### src/rtl/tpag_pkg.sv
// Shared types, constants and register codes of the tensor permute address generator
package tpag_pkg;

   // Fixed field layout
   localparam int NUM_AXES    = 4;
   localparam int AXIS_W      = 2;
   localparam int RANK_W      = 3;
   localparam int DIM_FIELD_W = 13;
   localparam int MAP_W       = 8;
   localparam int ELEM_W      = 64;
   localparam int CSR_INDEX_W = 3;
   localparam int CSR_DATA_W  = 13;

   // Parameter defaults
   localparam int DEF_MAX_RANK  = 4;
   localparam int DEF_ADDR_BITS = 20;
   localparam int DEF_DIM_BITS  = 12;

   // Register indexes
   localparam logic [CSR_INDEX_W-1:0] REG_RANK  = 3'd0;
   localparam logic [CSR_INDEX_W-1:0] REG_DIM0  = 3'd1;
   localparam logic [CSR_INDEX_W-1:0] REG_DIM1  = 3'd2;
   localparam logic [CSR_INDEX_W-1:0] REG_DIM2  = 3'd3;
   localparam logic [CSR_INDEX_W-1:0] REG_DIM3  = 3'd4;
   localparam logic [CSR_INDEX_W-1:0] REG_ORDER = 3'd5;

   // Register reset values
   localparam logic [RANK_W-1:0]      RESET_RANK  = 3'd1;
   localparam logic [DIM_FIELD_W-1:0] RESET_DIM   = 13'd1;
   localparam logic [MAP_W-1:0]       RESET_ORDER = 8'd228;

   // Decoded configuration
   typedef struct packed {
      logic [RANK_W-1:0]                rank;
      logic [NUM_AXES-1:0][AXIS_W-1:0] src;
      logic                             static_err;
   } cfg_type;

   // Weight sequencer to coordinate counter: contribution load
   typedef struct packed {
      logic              en;
      logic [AXIS_W-1:0] axis;
   } load_ctl_type;

   // Weight sequencer status
   typedef struct packed {
      logic busy;
      logic too_big;
   } seq_status_type;

   typedef enum logic [1:0] {
      ST_IDLE,
      ST_STRIDE,
      ST_TOTAL,
      ST_LOAD
   } seq_state_type;

endpackage

### src/rtl/tensor_permute_address_generator.sv
// Top level of the tensor permute address generator
//
// Requests carry the elements of a column-major tensor (up to four axes) in
// source order, axis 0 fastest. Each response returns the element unchanged
// with its linear address in the permuted tensor, a last-element flag on the
// final element (the counter then wraps to the origin) and a config error
// flag. Registers are written through the csr_ channel, one index per cycle,
// with csr_ready always high; writes belong to idle periods.
// An accepted request passes through the input register and then the output
// register to rsp_. Throughput is one request per cycle while the weight
// sequencer is idle and no response is stalled: the address is the sum of
// four per-axis contributions that the counter keeps up to date with one add
// per step. After reset and after every register write the weight sequencer
// runs its stride, size and reload passes through one shared multiplier with
// req_ready low. A stalled response is held in the output register while
// one more request is taken into the input register; req_ready then drops.
module tensor_permute_address_generator
   import tpag_pkg::*;
#(
   parameter int MAX_RANK  = DEF_MAX_RANK,
   parameter int ADDR_BITS = DEF_ADDR_BITS,
   parameter int DIM_BITS  = DEF_DIM_BITS
) (
   input  logic                   clock,
   input  logic                   reset,
   input  logic                   req_valid,
   output logic                   req_ready,
   input  logic [ELEM_W-1:0]      req_element_bits,
   output logic                   rsp_valid,
   input  logic                   rsp_ready,
   output logic [ADDR_BITS-1:0]   rsp_dest_address,
   output logic [ELEM_W-1:0]      rsp_element_out,
   output logic                   rsp_last_element,
   output logic                   rsp_config_error,
   input  logic                   csr_valid,
   output logic                   csr_ready,
   input  logic [CSR_INDEX_W-1:0] csr_index,
   input  logic [CSR_DATA_W-1:0]  csr_data
);

   cfg_type              cfg;
   logic [DIM_BITS:0]    ext    [NUM_AXES];
   logic [DIM_BITS-1:0]  coord  [NUM_AXES];
   logic [ADDR_BITS-1:0] weight [NUM_AXES];
   load_ctl_type         load_ctl;
   logic [ADDR_BITS-1:0] load_value;
   seq_status_type       status;
   logic [ADDR_BITS-1:0] dest_address;
   logic                 last_element;

   logic                 csr_fire;
   logic                 req_fire;
   logic                 out_free;
   logic                 move;

   logic                 in_valid_ff, in_valid_in;
   logic [ELEM_W-1:0]    in_elem_ff;
   logic                 out_valid_ff, out_valid_in;
   logic [ADDR_BITS-1:0] out_addr_ff;
   logic [ELEM_W-1:0]    out_elem_ff;
   logic                 out_last_ff;
   logic                 out_err_ff;

   // Handshakes
   assign csr_ready = 1'b1;
   assign csr_fire  = csr_valid && csr_ready;
   assign out_free  = !out_valid_ff || rsp_ready;
   assign move      = in_valid_ff && out_free && !status.busy;
   assign req_ready = !status.busy && (!in_valid_ff || out_free);
   assign req_fire  = req_valid && req_ready;

   tpag_csr #(
      .MAX_RANK (MAX_RANK),
      .DIM_BITS (DIM_BITS)
   ) u_csr (
      .clock    (clock),
      .reset    (reset),
      .wr_en    (csr_fire),
      .wr_index (csr_index),
      .wr_data  (csr_data),
      .cfg      (cfg),
      .ext      (ext)
   );

   tpag_weights #(
      .ADDR_BITS (ADDR_BITS),
      .DIM_BITS  (DIM_BITS)
   ) u_weights (
      .clock      (clock),
      .reset      (reset),
      .restart    (csr_fire),
      .cfg        (cfg),
      .ext        (ext),
      .coord      (coord),
      .weight     (weight),
      .load_ctl   (load_ctl),
      .load_value (load_value),
      .status     (status)
   );

   tpag_counter #(
      .ADDR_BITS (ADDR_BITS),
      .DIM_BITS  (DIM_BITS)
   ) u_counter (
      .clock        (clock),
      .reset        (reset),
      .cfg          (cfg),
      .ext          (ext),
      .weight       (weight),
      .load_ctl     (load_ctl),
      .load_value   (load_value),
      .advance      (move),
      .coord        (coord),
      .dest_address (dest_address),
      .last_element (last_element)
   );

   // Valid bits of the input and output registers
   always_comb begin
      in_valid_in = in_valid_ff;
      if (req_fire) begin
         in_valid_in = 1'b1;
      end else if (move) begin
         in_valid_in = 1'b0;
      end
      out_valid_in = out_valid_ff;
      if (move) begin
         out_valid_in = 1'b1;
      end else if (rsp_ready) begin
         out_valid_in = 1'b0;
      end
   end

   always_ff @(posedge clock) begin
      if (reset) begin
         in_valid_ff  <= 1'b0;
         out_valid_ff <= 1'b0;
      end else begin
         in_valid_ff  <= in_valid_in;
         out_valid_ff <= out_valid_in;
      end
   end

   // Capture the request, then the response
   always_ff @(posedge clock) begin
      if (req_fire) begin
         in_elem_ff <= req_element_bits;
      end
      if (move) begin
         out_addr_ff <= dest_address;
         out_elem_ff <= in_elem_ff;
         out_last_ff <= last_element;
         out_err_ff  <= cfg.static_err || status.too_big;
      end
   end

   assign rsp_valid        = out_valid_ff;
   assign rsp_dest_address = out_addr_ff;
   assign rsp_element_out  = out_elem_ff;
   assign rsp_last_element = out_last_ff;
   assign rsp_config_error = out_err_ff;

endmodule

### src/rtl/tpag_csr.sv
// Configuration registers and their decode into effective rank, extents and error
module tpag_csr
   import tpag_pkg::*;
#(
   parameter int MAX_RANK = DEF_MAX_RANK,
   parameter int DIM_BITS = DEF_DIM_BITS
) (
   input  logic                   clock,
   input  logic                   reset,
   input  logic                   wr_en,
   input  logic [CSR_INDEX_W-1:0] wr_index,
   input  logic [CSR_DATA_W-1:0]  wr_data,
   output cfg_type                cfg,
   output logic [DIM_BITS:0]      ext [NUM_AXES]
);

   localparam int          EXT_W    = DIM_BITS + 1;
   localparam int          RANK_CAP = (MAX_RANK < NUM_AXES) ? MAX_RANK : NUM_AXES;
   localparam int unsigned DIM_LIM  = 32'd1 << DIM_BITS;

   logic [RANK_W-1:0]      rank_ff;
   logic [DIM_FIELD_W-1:0] dim_ff [NUM_AXES];
   logic [MAP_W-1:0]       map_ff;

   // Store register writes
   always_ff @(posedge clock) begin
      if (reset) begin
         rank_ff <= RESET_RANK;
         map_ff  <= RESET_ORDER;
         for (int a = 0; a < NUM_AXES; a++) begin
            dim_ff[a] <= RESET_DIM;
         end
      end else if (wr_en) begin
         unique case (wr_index)
            REG_RANK:  rank_ff   <= wr_data[RANK_W-1:0];
            REG_DIM0:  dim_ff[0] <= wr_data[DIM_FIELD_W-1:0];
            REG_DIM1:  dim_ff[1] <= wr_data[DIM_FIELD_W-1:0];
            REG_DIM2:  dim_ff[2] <= wr_data[DIM_FIELD_W-1:0];
            REG_DIM3:  dim_ff[3] <= wr_data[DIM_FIELD_W-1:0];
            REG_ORDER: map_ff    <= wr_data[MAP_W-1:0];
            default: ;
         endcase
      end
   end

   // Clamp rank and extents, check the map, collect errors
   always_comb begin
      logic [RANK_W-1:0]   rank_eff;
      logic [NUM_AXES-1:0] seen;
      logic                err;
      int unsigned         dimv;
      int unsigned         extv;

      err      = 1'b0;
      rank_eff = rank_ff;
      seen     = '0;
      if (rank_ff == '0) begin
         err      = 1'b1;
         rank_eff = RANK_W'(1);
      end
      if (rank_ff > RANK_W'(RANK_CAP)) begin
         err      = 1'b1;
         rank_eff = RANK_W'(RANK_CAP);
      end

      for (int a = 0; a < NUM_AXES; a++) begin
         cfg.src[a] = map_ff[AXIS_W*a +: AXIS_W];
      end

      for (int a = 0; a < NUM_AXES; a++) begin
         dimv = 32'(dim_ff[a]);
         extv = 32'd1;
         if (RANK_W'(a) < rank_eff) begin
            if (dimv == 32'd0) begin
               err = 1'b1;
            end else if (dimv > DIM_LIM) begin
               err  = 1'b1;
               extv = DIM_LIM;
            end else begin
               extv = dimv;
            end
         end
         ext[a] = EXT_W'(extv);
      end

      // Each used destination axis must name a distinct used source axis
      for (int i = 0; i < NUM_AXES; i++) begin
         if (RANK_W'(i) < rank_eff) begin
            if (RANK_W'(cfg.src[i]) >= rank_eff || seen[cfg.src[i]]) begin
               err = 1'b1;
            end
            seen[cfg.src[i]] = 1'b1;
         end
      end

      cfg.rank       = rank_eff;
      cfg.static_err = err;
   end

endmodule

### src/rtl/tpag_weights.sv
// Sequencer that derives per-axis address weights and reloads contributions
module tpag_weights
   import tpag_pkg::*;
#(
   parameter int ADDR_BITS = DEF_ADDR_BITS,
   parameter int DIM_BITS  = DEF_DIM_BITS
) (
   input  logic                 clock,
   input  logic                 reset,
   input  logic                 restart,
   input  cfg_type              cfg,
   input  logic [DIM_BITS:0]    ext [NUM_AXES],
   input  logic [DIM_BITS-1:0]  coord [NUM_AXES],
   output logic [ADDR_BITS-1:0] weight [NUM_AXES],
   output load_ctl_type         load_ctl,
   output logic [ADDR_BITS-1:0] load_value,
   output seq_status_type       status
);

   localparam int EXT_W  = DIM_BITS + 1;
   localparam int TOT_W  = ADDR_BITS + 1;
   localparam int PROD_W = TOT_W + EXT_W;
   localparam logic [PROD_W-1:0] ADDR_SPAN = {{(PROD_W-1){1'b0}}, 1'b1} << ADDR_BITS;

   seq_state_type        state_ff, state_in;
   logic [AXIS_W-1:0]    step_ff, step_in;
   logic [ADDR_BITS-1:0] stride_ff, stride_in;
   logic [TOT_W-1:0]     total_ff, total_in;
   logic                 big_ff, big_in;
   logic [ADDR_BITS-1:0] weight_ff [NUM_AXES];
   logic [ADDR_BITS-1:0] weight_in [NUM_AXES];

   logic [AXIS_W-1:0] src;
   logic [AXIS_W-1:0] ext_sel;
   logic              step_used;
   logic              src_used;
   logic              last_step;
   logic [TOT_W-1:0]  op_a;
   logic [EXT_W-1:0]  op_b;
   logic [PROD_W-1:0] product;

   assign src       = cfg.src[step_ff];
   assign step_used = RANK_W'(step_ff) < cfg.rank;
   assign src_used  = RANK_W'(src) < cfg.rank;
   assign last_step = step_ff == AXIS_W'(NUM_AXES - 1);

   // Next state: stride pass, total pass, load pass, then idle
   always_comb begin
      state_in = state_ff;
      if (restart) begin
         state_in = ST_STRIDE;
      end else begin
         unique case (state_ff)
            ST_STRIDE: if (last_step) state_in = ST_TOTAL;
            ST_TOTAL:  if (last_step) state_in = ST_LOAD;
            ST_LOAD:   if (last_step) state_in = ST_IDLE;
            ST_IDLE:   state_in = ST_IDLE;
            default:   state_in = ST_IDLE;
         endcase
      end
   end

   // Outputs: operand selection for the shared multiplier, load strobe
   always_comb begin
      op_a     = '0;
      ext_sel  = step_ff;
      load_ctl = '0;
      unique case (state_ff)
         ST_STRIDE: begin
            op_a    = TOT_W'(stride_ff);
            ext_sel = src;
         end
         ST_TOTAL: begin
            op_a = total_ff;
         end
         ST_LOAD: begin
            op_a          = TOT_W'(weight_ff[step_ff]);
            load_ctl.en   = 1'b1;
            load_ctl.axis = step_ff;
         end
         ST_IDLE: ;
         default: ;
      endcase
      if (state_ff == ST_LOAD) begin
         op_b = EXT_W'(coord[step_ff]);
      end else begin
         op_b = ext[ext_sel];
      end
      status.busy    = state_ff != ST_IDLE;
      status.too_big = big_ff;
   end

   assign product    = PROD_W'(op_a) * PROD_W'(op_b);
   assign load_value = product[ADDR_BITS-1:0];

   // Next values of the step, stride, total, overflow and weight registers
   always_comb begin
      step_in   = step_ff;
      stride_in = stride_ff;
      total_in  = total_ff;
      big_in    = big_ff;
      weight_in = weight_ff;
      if (restart) begin
         step_in   = '0;
         stride_in = ADDR_BITS'(1);
         total_in  = TOT_W'(1);
         big_in    = 1'b0;
         for (int a = 0; a < NUM_AXES; a++) begin
            weight_in[a] = '0;
         end
      end else if (state_ff != ST_IDLE) begin
         step_in = step_ff + AXIS_W'(1);
         if (state_ff == ST_STRIDE && step_used) begin
            stride_in = product[ADDR_BITS-1:0];
            for (int a = 0; a < NUM_AXES; a++) begin
               if (src_used && src == AXIS_W'(a)) begin
                  weight_in[a] = weight_ff[a] + stride_ff;
               end
            end
         end
         if (state_ff == ST_TOTAL && step_used) begin
            total_in = product[TOT_W-1:0];
            if (product > ADDR_SPAN) begin
               big_in = 1'b1;
            end
         end
      end
   end

   // Registers; reset starts a derivation pass
   always_ff @(posedge clock) begin
      if (reset) begin
         state_ff  <= ST_STRIDE;
         step_ff   <= '0;
         stride_ff <= ADDR_BITS'(1);
         total_ff  <= TOT_W'(1);
         big_ff    <= 1'b0;
         for (int a = 0; a < NUM_AXES; a++) begin
            weight_ff[a] <= '0;
         end
      end else begin
         state_ff  <= state_in;
         step_ff   <= step_in;
         stride_ff <= stride_in;
         total_ff  <= total_in;
         big_ff    <= big_in;
         weight_ff <= weight_in;
      end
   end

   assign weight = weight_ff;

endmodule

### src/rtl/tpag_counter.sv
// Mixed-radix source coordinate counter with per-axis address contributions
module tpag_counter
   import tpag_pkg::*;
#(
   parameter int ADDR_BITS = DEF_ADDR_BITS,
   parameter int DIM_BITS  = DEF_DIM_BITS
) (
   input  logic                 clock,
   input  logic                 reset,
   input  cfg_type              cfg,
   input  logic [DIM_BITS:0]    ext [NUM_AXES],
   input  logic [ADDR_BITS-1:0] weight [NUM_AXES],
   input  load_ctl_type         load_ctl,
   input  logic [ADDR_BITS-1:0] load_value,
   input  logic                 advance,
   output logic [DIM_BITS-1:0]  coord [NUM_AXES],
   output logic [ADDR_BITS-1:0] dest_address,
   output logic                 last_element
);

   localparam int EXT_W = DIM_BITS + 1;

   logic [DIM_BITS-1:0]  coord_ff   [NUM_AXES];
   logic [DIM_BITS-1:0]  coord_in   [NUM_AXES];
   logic [ADDR_BITS-1:0] contrib_ff [NUM_AXES];
   logic [ADDR_BITS-1:0] contrib_in [NUM_AXES];

   // Sum contributions, detect the end, step the counter with carry
   always_comb begin
      logic                 carry;
      logic                 last;
      logic                 used;
      logic                 at_end;
      logic [ADDR_BITS-1:0] sum;

      carry = 1'b1;
      last  = 1'b1;
      sum   = '0;
      for (int a = 0; a < NUM_AXES; a++) begin
         sum    = sum + contrib_ff[a];
         used   = RANK_W'(a) < cfg.rank;
         at_end = ({1'b0, coord_ff[a]} + EXT_W'(1)) >= ext[a];
         coord_in[a]   = coord_ff[a];
         contrib_in[a] = contrib_ff[a];
         if (used && !at_end) begin
            last = 1'b0;
         end
         if (!used) begin
            coord_in[a]   = '0;
            contrib_in[a] = '0;
         end else if (carry) begin
            if (at_end) begin
               coord_in[a]   = '0;
               contrib_in[a] = '0;
            end else begin
               coord_in[a]   = coord_ff[a] + DIM_BITS'(1);
               contrib_in[a] = contrib_ff[a] + weight[a];
               carry         = 1'b0;
            end
         end
      end
      dest_address = sum;
      last_element = last;
   end

   // Advance on each request, reload a contribution after a config change
   always_ff @(posedge clock) begin
      if (reset) begin
         for (int a = 0; a < NUM_AXES; a++) begin
            coord_ff[a]   <= '0;
            contrib_ff[a] <= '0;
         end
      end else if (load_ctl.en) begin
         contrib_ff[load_ctl.axis] <= load_value;
      end else if (advance) begin
         coord_ff   <= coord_in;
         contrib_ff <= contrib_in;
      end
   end

   assign coord = coord_ff;

endmodule

### config.mk
export PLATFORM = sky130hd
export DESIGN_NAME = tensor_permute_address_generator
export DESIGN_NICKNAME = d
export VERILOG_FILES = /design/src/rtl/tpag_pkg.sv /design/src/rtl/tensor_permute_address_generator.sv /design/src/rtl/tpag_csr.sv /design/src/rtl/tpag_weights.sv /design/src/rtl/tpag_counter.sv
export SDC_FILE = /design/constraint.sdc
export NUM_CORES = 2
export LEC_CHECK = 0
export ABC_CLOCK_PERIOD_IN_PS = 9000
export BUFFER_PORTS_ARGS = -buffer_cell sky130_fd_sc_hd__buf_2
export CAP_MARGIN = 20
export CORE_AREA = 2 2 209 314
export DETAILED_ROUTE_END_ITERATION = 12
export DIE_AREA = 0 0 211 316
export PLACE_DENSITY = 0.86
export SETUP_SLACK_MARGIN = 0.5
export SLEW_MARGIN = 25
export SYNTH_ARGS = -nofsm -noshare
export SYNTH_HDL_FRONTEND = slang
export SYNTH_SLANG_ARGS = --single-unit
export TNS_END_PERCENT = 5
### constraint.sdc
create_clock -name clock -period 9 [get_ports clock]
set_clock_uncertainty 0.05 [all_clocks]
set_input_delay 0 -clock clock [delete_from_list [all_inputs] [get_ports clock]]
set_output_delay 0 -clock clock [all_outputs]
set_load 0.01 [all_outputs]
# == Word-level counts from Yosys, hierarchy flattened ==
# Memory sizes are Yosys's and may differ from the RTL's.
# Cells that the tools add are included.
# word_totals
register_bits,417
latch_bits,0
ram_bits,52
mem_bits_ro,0
inputBits,85
out_inout_bits,89
word_cells,308
mem_count,1
# mem_list
name,words,width,read_ports,rd_ports_with_merged_regs,wr,line_no,rtl
u_csr.dim_ff,4,13,4,0,4,tpag_csr.sv:22,logic [DIM_FIELD_W-1:0] dim_ff [NUM_AXES];
# op_classes
addsub,20
mul,1
n_div,0
magnitude_cmp,32
eq_ne,21
shift,0
mux,134
bitwise_logic,10
n_reduce_logical,63
# ops
op,n
20-bit 2-to-1 mux,14
13-bit 2-to-1 mux,19
20-bit adder,11
80-bit 2-to-1 mux,2
12-bit 2-to-1 mux,13
80-bit bitwise mux,1
21-bit one-hot mux with 3 select lines,1
1-bit 2-to-1 mux,60
12-bit by 1-bit adder with 13-bit output (second input constant),4
13-bit >= comparator,4
13-bit > comparator (second input constant),4
13-bit zero test,4
12-bit by 1-bit adder with 12-bit output (second input constant),4
20-bit binary-select mux with 2-bit select,1
20-bit demux with 2-bit select,1
34-bit by 21-bit > comparator with 1-bit output (second input constant),1
21-bit by 13-bit multiplier with 34-bit output,1
3-bit AND reduction,9
13-bit binary-select mux with 2-bit select,1
12-bit binary-select mux with 2-bit select,1
1-bit logical AND,18
2-bit AND reduction,8
2-bit by 3-bit < comparator with 1-bit output (second input constant),5
2-bit by 3-bit >= comparator with 1-bit output,4
other kinds (35),90

# == Logic depth before layout (Yosys ltp) ==
# logic_depth
ltp_word,24
depth_mapped,36
mapped_depth_nobuf,32

# == By module ==
# From an unflattened synthesis, not the netlist that was laid out.
# hier_totals
hier_cells,4369
area_unflattened_um2,38906.1
# by_module_without_submodules
module,n_inst,cells_per_inst,area_each_um2,seq_area_each_um2
tpag_weights,1,2364,18706.7,2522.4
tpag_counter,1,1511,12137.9,2562.5
tensor_permute_address_generator,1,166,4638.2,4544.4
tpag_csr,1,328,3423.3,1781.7

# == Worst setup path after synthesis ==
# No wires, ideal clock.
# synth_timing
path_type,register to register
start,reg u_csr.rank_ff[0]
end,reg u_weights.big_ff
setup_ps,137
arrival_ps,7720
required_ps,8813
slack_ps,1092
path_stages_with_launch,34
cell_sequence,dfxtp_1 > or2_2 > ha_1 > or2_2 > clkbuf_1 > a21oi_2 > nor2_2 > and2_0 > buf_2 > a221o_1 > o21ai_1 > o21ai_1 > clkbuf_1 > and2_1 > fa_1 > inv_1 > fa_1 > fa_1 > inv_1 > fa_1 > inv_1 > fa_1 > inv_1 > ha_1 > clkbuf_1 > o22ai_1 > nor4_1 > o2111ai_1 > nor4_1 > o2111ai_1 > a2111oi_0 > nand4_1 > nor4_1 > a41oi_1
# synth_via
elab_chain_len,12
word_cells_on_any_way,21
cone_classes,1 x mul; 7 x order compare; 10 x mux; 3 x reduce/logical
# synth_lines
element,line_no,rtl
from (decl),tpag_csr.sv:21,logic [RANK_W-1:0] rank_ff;
from (signal assigned),tpag_csr.sv:35,REG_RANK: rank_ff <= wr_data[RANK_W-1:0];
"parallel branches: the longest is 2 deep, another holds 3-bit > comparator",n/a,
3-bit 2-to-1 mux (*),tpag_csr.sv:61,if (rank_ff > RANK_W'(RANK_CAP)) begin
2-bit by 3-bit < comparator with 1-bit output or 1-bit by 3-bit < comparator with 1-bit output (tied branches),tpag_csr.sv:73,if (RANK_W'(a) < rank_eff) begin
13-bit 2-to-1 mux,tpag_csr.sv:73,
13-bit binary-select mux with 2-bit select,tpag_weights.sv:87,op_b = ext[ext_sel];
13-bit 2-to-1 mux (not written as such) (2 in series),tpag_weights.sv:87,
13-bit 2-to-1 mux,tpag_weights.sv:84,if (state_ff == ST_LOAD) begin
21-bit by 13-bit multiplier with 34-bit output,tpag_weights.sv:93,assign product = PROD_W'(op_a) * PROD_W'(op_b);
34-bit by 21-bit > comparator with 1-bit output,tpag_weights.sv:123,if (product > ADDR_SPAN) begin
3-bit AND reduction (no line) (*),n/a,
to (signal assigned),tpag_weights.sv:146,big_ff <= big_in;
to (decl),tpag_weights.sv:29,"logic big_ff, big_in;"
# Mark *: on every way between the ends. The select of a mux whose other input is x is not followed.
# A chain may end at the register's enable or synchronous reset.

# == Worst setup path after layout ==
# Same ends and word-level chain as after synthesis.

==> flow_summary.toml <==
[run_status]
status = "finished with violations"
violations = "design-rule violations"

[detailed_routing]
initialDrtViolationCount = 2966
wl_per_cell_microns = 23.9
viasPerCell = 6.39
drt-total-wl_mm = 128
dr.pass1.iters = 11
num_vias = 34200
ant_nets = 0
route.detailed.drc = 2

[clock_tree]
cts_made_buffers = 47
worstSkewPairLatency_ns = 0.64
htreeDepth = 2
cts.path.max_buffers = 3
clk_transition_reported_paths_ns = 0.08
cts-root-buf = "clkbuf_16"
cts_tree = "done"
cts_sinks = 469

[die]
core-area_sq_um = 64000
io-pin-count = 174
num_rows = 114
die_w_microns = 211
die-area_sq_um = 66700
die_y_microns = 316
start_util = 0.596

[yosys]
synth_commonest_cells = "nand2_1 (511), nor2_1 (394), a21oi_1 (324)"
synth_area_sq_um = 38200
synth_cell_types = 90
ys.flop_type = "dfxtp_1"
synth_nets = 4912
synthArstFlopShare = 0
synth_seq_cells = 469
yosysMostFrequentCell = "nand2_1"
synth.area.top_cells = "edfxtp_1 (16%), dfxtp_1 (14%), fa_1 (13%), ha_1 (11%), nand2_1 (5.0%)"
synth.largest_area_cell = "edfxtp_1"
yosysWarningCount = 0
ys_seq_area_frac = 0.299
synth_edf_count = 202
syn_area_per_cell_sq_um = 8.99
synthCells = 4249
yosysTopAreaCellShare = 0.159

[pwr]
peakVddDrop_mv = 0.139
leakagePower_uw = 0.0186
power.density_nw_per_um2 = 146
power_uw = 6310

[global_routing]
gr-total-overflow = 0
first_global_vias = 34100
grt_max_degree = 93
grt_antenna_before_repair = 1
grt_pass1_wl_mm = 191
grt.total_usage = 0.379

[final_layout]
syn_to_final_growth_pct = 13.2
seq_area_sq_um = 11400
nFillCells = 4869
utilization = 0.675
fin_cells = 5351
drive_above_1_share = 0.108
multi_input_area_sq_um = 25100
nNetsFinal = 5161

[placement]
dp_cells = 5141
post-dp-hpwl_mm = 93.8
gp_congestion = 1.01
io_buffers = 172

[timing]
fin_setup_tns_ns = 0
fin_crit_sh = 0.925
slew_headroom = 0.269
drv_slew = 0
setup_viol = 0
max_freq_mhz = 120
holdWs_ns = 0.0391
rsz0062_at_grt = "false"
tightest_slew_ns = 1.09
timing.final.crit_period_ns = 8.32
hold_viol = 0

[min_path]
hp-class = "input port to flip-flop"
min_path_cells = 2

[setup_path]
max_stage_delay_ns = 0.54
cpMostUsedCell = "fa_1"
cp_num_cells = 31
crit_type = "flip-flop to flip-flop"
slowest_stage = "fa_1"
end_kind = "flip-flop"
critPathArrivalTime_ns = 8.76
crit_fanout = 9
path_buf_inv = 6
critPathLaunchType = "flip-flop"
cpLargestDelayFamily = "adder cells"
worstPathRequired_ns = 9.44
reg2reg_depth = 31

[flow_run]
maxCapViolations = 0
## final timing paths
check	startpoint	endpoint	slack, ns
setup / recovery	u_csr.rank_ff[0]	u_weights.big_ff	0.68
hold / removal	req_element_bits[47]	in_elem_ff[47]	0.04
setup reg to reg	u_csr.rank_ff[0]	u_weights.big_ff	0.68
hold reg to reg	in_elem_ff[8]	rsp_element_out[8]	0.37
## layout make-up
class | count | share of cell area
Multi-Input combinational cell | 3276 | 0.582
Sequential cell | 469 | 0.264
Timing Repair Buffer | 386 | 0.0654
Clock buffer | 60 | 0.0294
Inverter | 318 | 0.0277
Tap cell | 812 | 0.0235
Clock inverter | 28 | 0.00799
Antenna cell | 2 | 0.000116
## cells by family (layout without fill, tap and decap cells)
family	count (synthesis)	after routing	share of synthesized area
muxes	75	75	0.0273
xor gates and xnor gates	213	213	0.0489
DFF	469	469	0.299
adders and majority gates	578	578	0.240
and+or+nand+nor	1513	1513	0.184
other	1	3	0.0000982
buffers and inverters	505	792	0.0509
AOI/OAI and AO/OA	895	896	0.150
## metrics by stage
| step | area, sq um | worst slack (ns) |
|---|---|---|
| after CTS | 42800 | 0.503 |
| final | 43200 | 0.679 |
| after global routing | 43200 | 0.381 |
| after global placement | 40100 | 0.443 |
| after detailed placement | 40100 | 0.258 |
| after floorplan | 38200 | 1.09 |
## power by group
| group | leakage [uW] | internal (uW) | switching [uW] |
|---|---|---|---|
| Sequential | 0.00401 | 2250 | 81.3 |
| Combinational | 0.0138 | 674 | 1210 |
| Clock | 0.000774 | 1160 | 926 |
| Total | 0.0186 | 4090 | 2220 |
## registers in the layout, summed over array words and instances (netlist names), 2 cells and up
name                  flops
in_elem_ff               64
rsp_dest_address         20
rsp_element_out          64
u_counter.contrib_ff     80
u_counter.coord          48
u_csr.dim_ff             52
u_csr.map_ff              8
u_csr.rank_ff             3
u_weights.state_ff        2
u_weights.step_ff         2
u_weights.stride_ff      20
u_weights.total_ff       21
u_weights.weight         80
## per-layer routing
metal	routed length [microns]	share of wire	track usage
met5	0	0	0
met2	60300	0.47	0.637
met1	41500	0.32	0.390
met3	9480	0.074	0.0599
met4	16700	0.13	0.400
## placed cells by master (no fill, tap or decap), types with 51 or more instances in the layout
cell           instances
buf_2                171
a21o_1                64
nand2_1              508
dlygate4sd3_1         99
nor3_1                91
buf_4                105
and3_1                51
edfxtp_1             202
and2_1                78
xnor2_1              126
o21ai_0              114
inv_1                316
nand2b_1              77
xor2_1                85
fa_1                 255
a31oi_1               65
nand3_1              125
a21oi_1              321
nor2_1               387
dfxtp_1              265
ha_1                 319
## timing repair
| item | 4_1_cts | 5_1_grt |
|---|---|---|
| setup buffers | 0 | 16 |
| hold endpoints to repair | 203 | 0 |
| gates cloned | 0 | 4 |
| hold buffers | 99 | 0 |
| resized for setup | 9 | 57 |
| pin swaps | 0 | 11 |
| setup endpoints to repair | 15 | 21 |
Note: power is estimated with default switching activity, not from simulation.
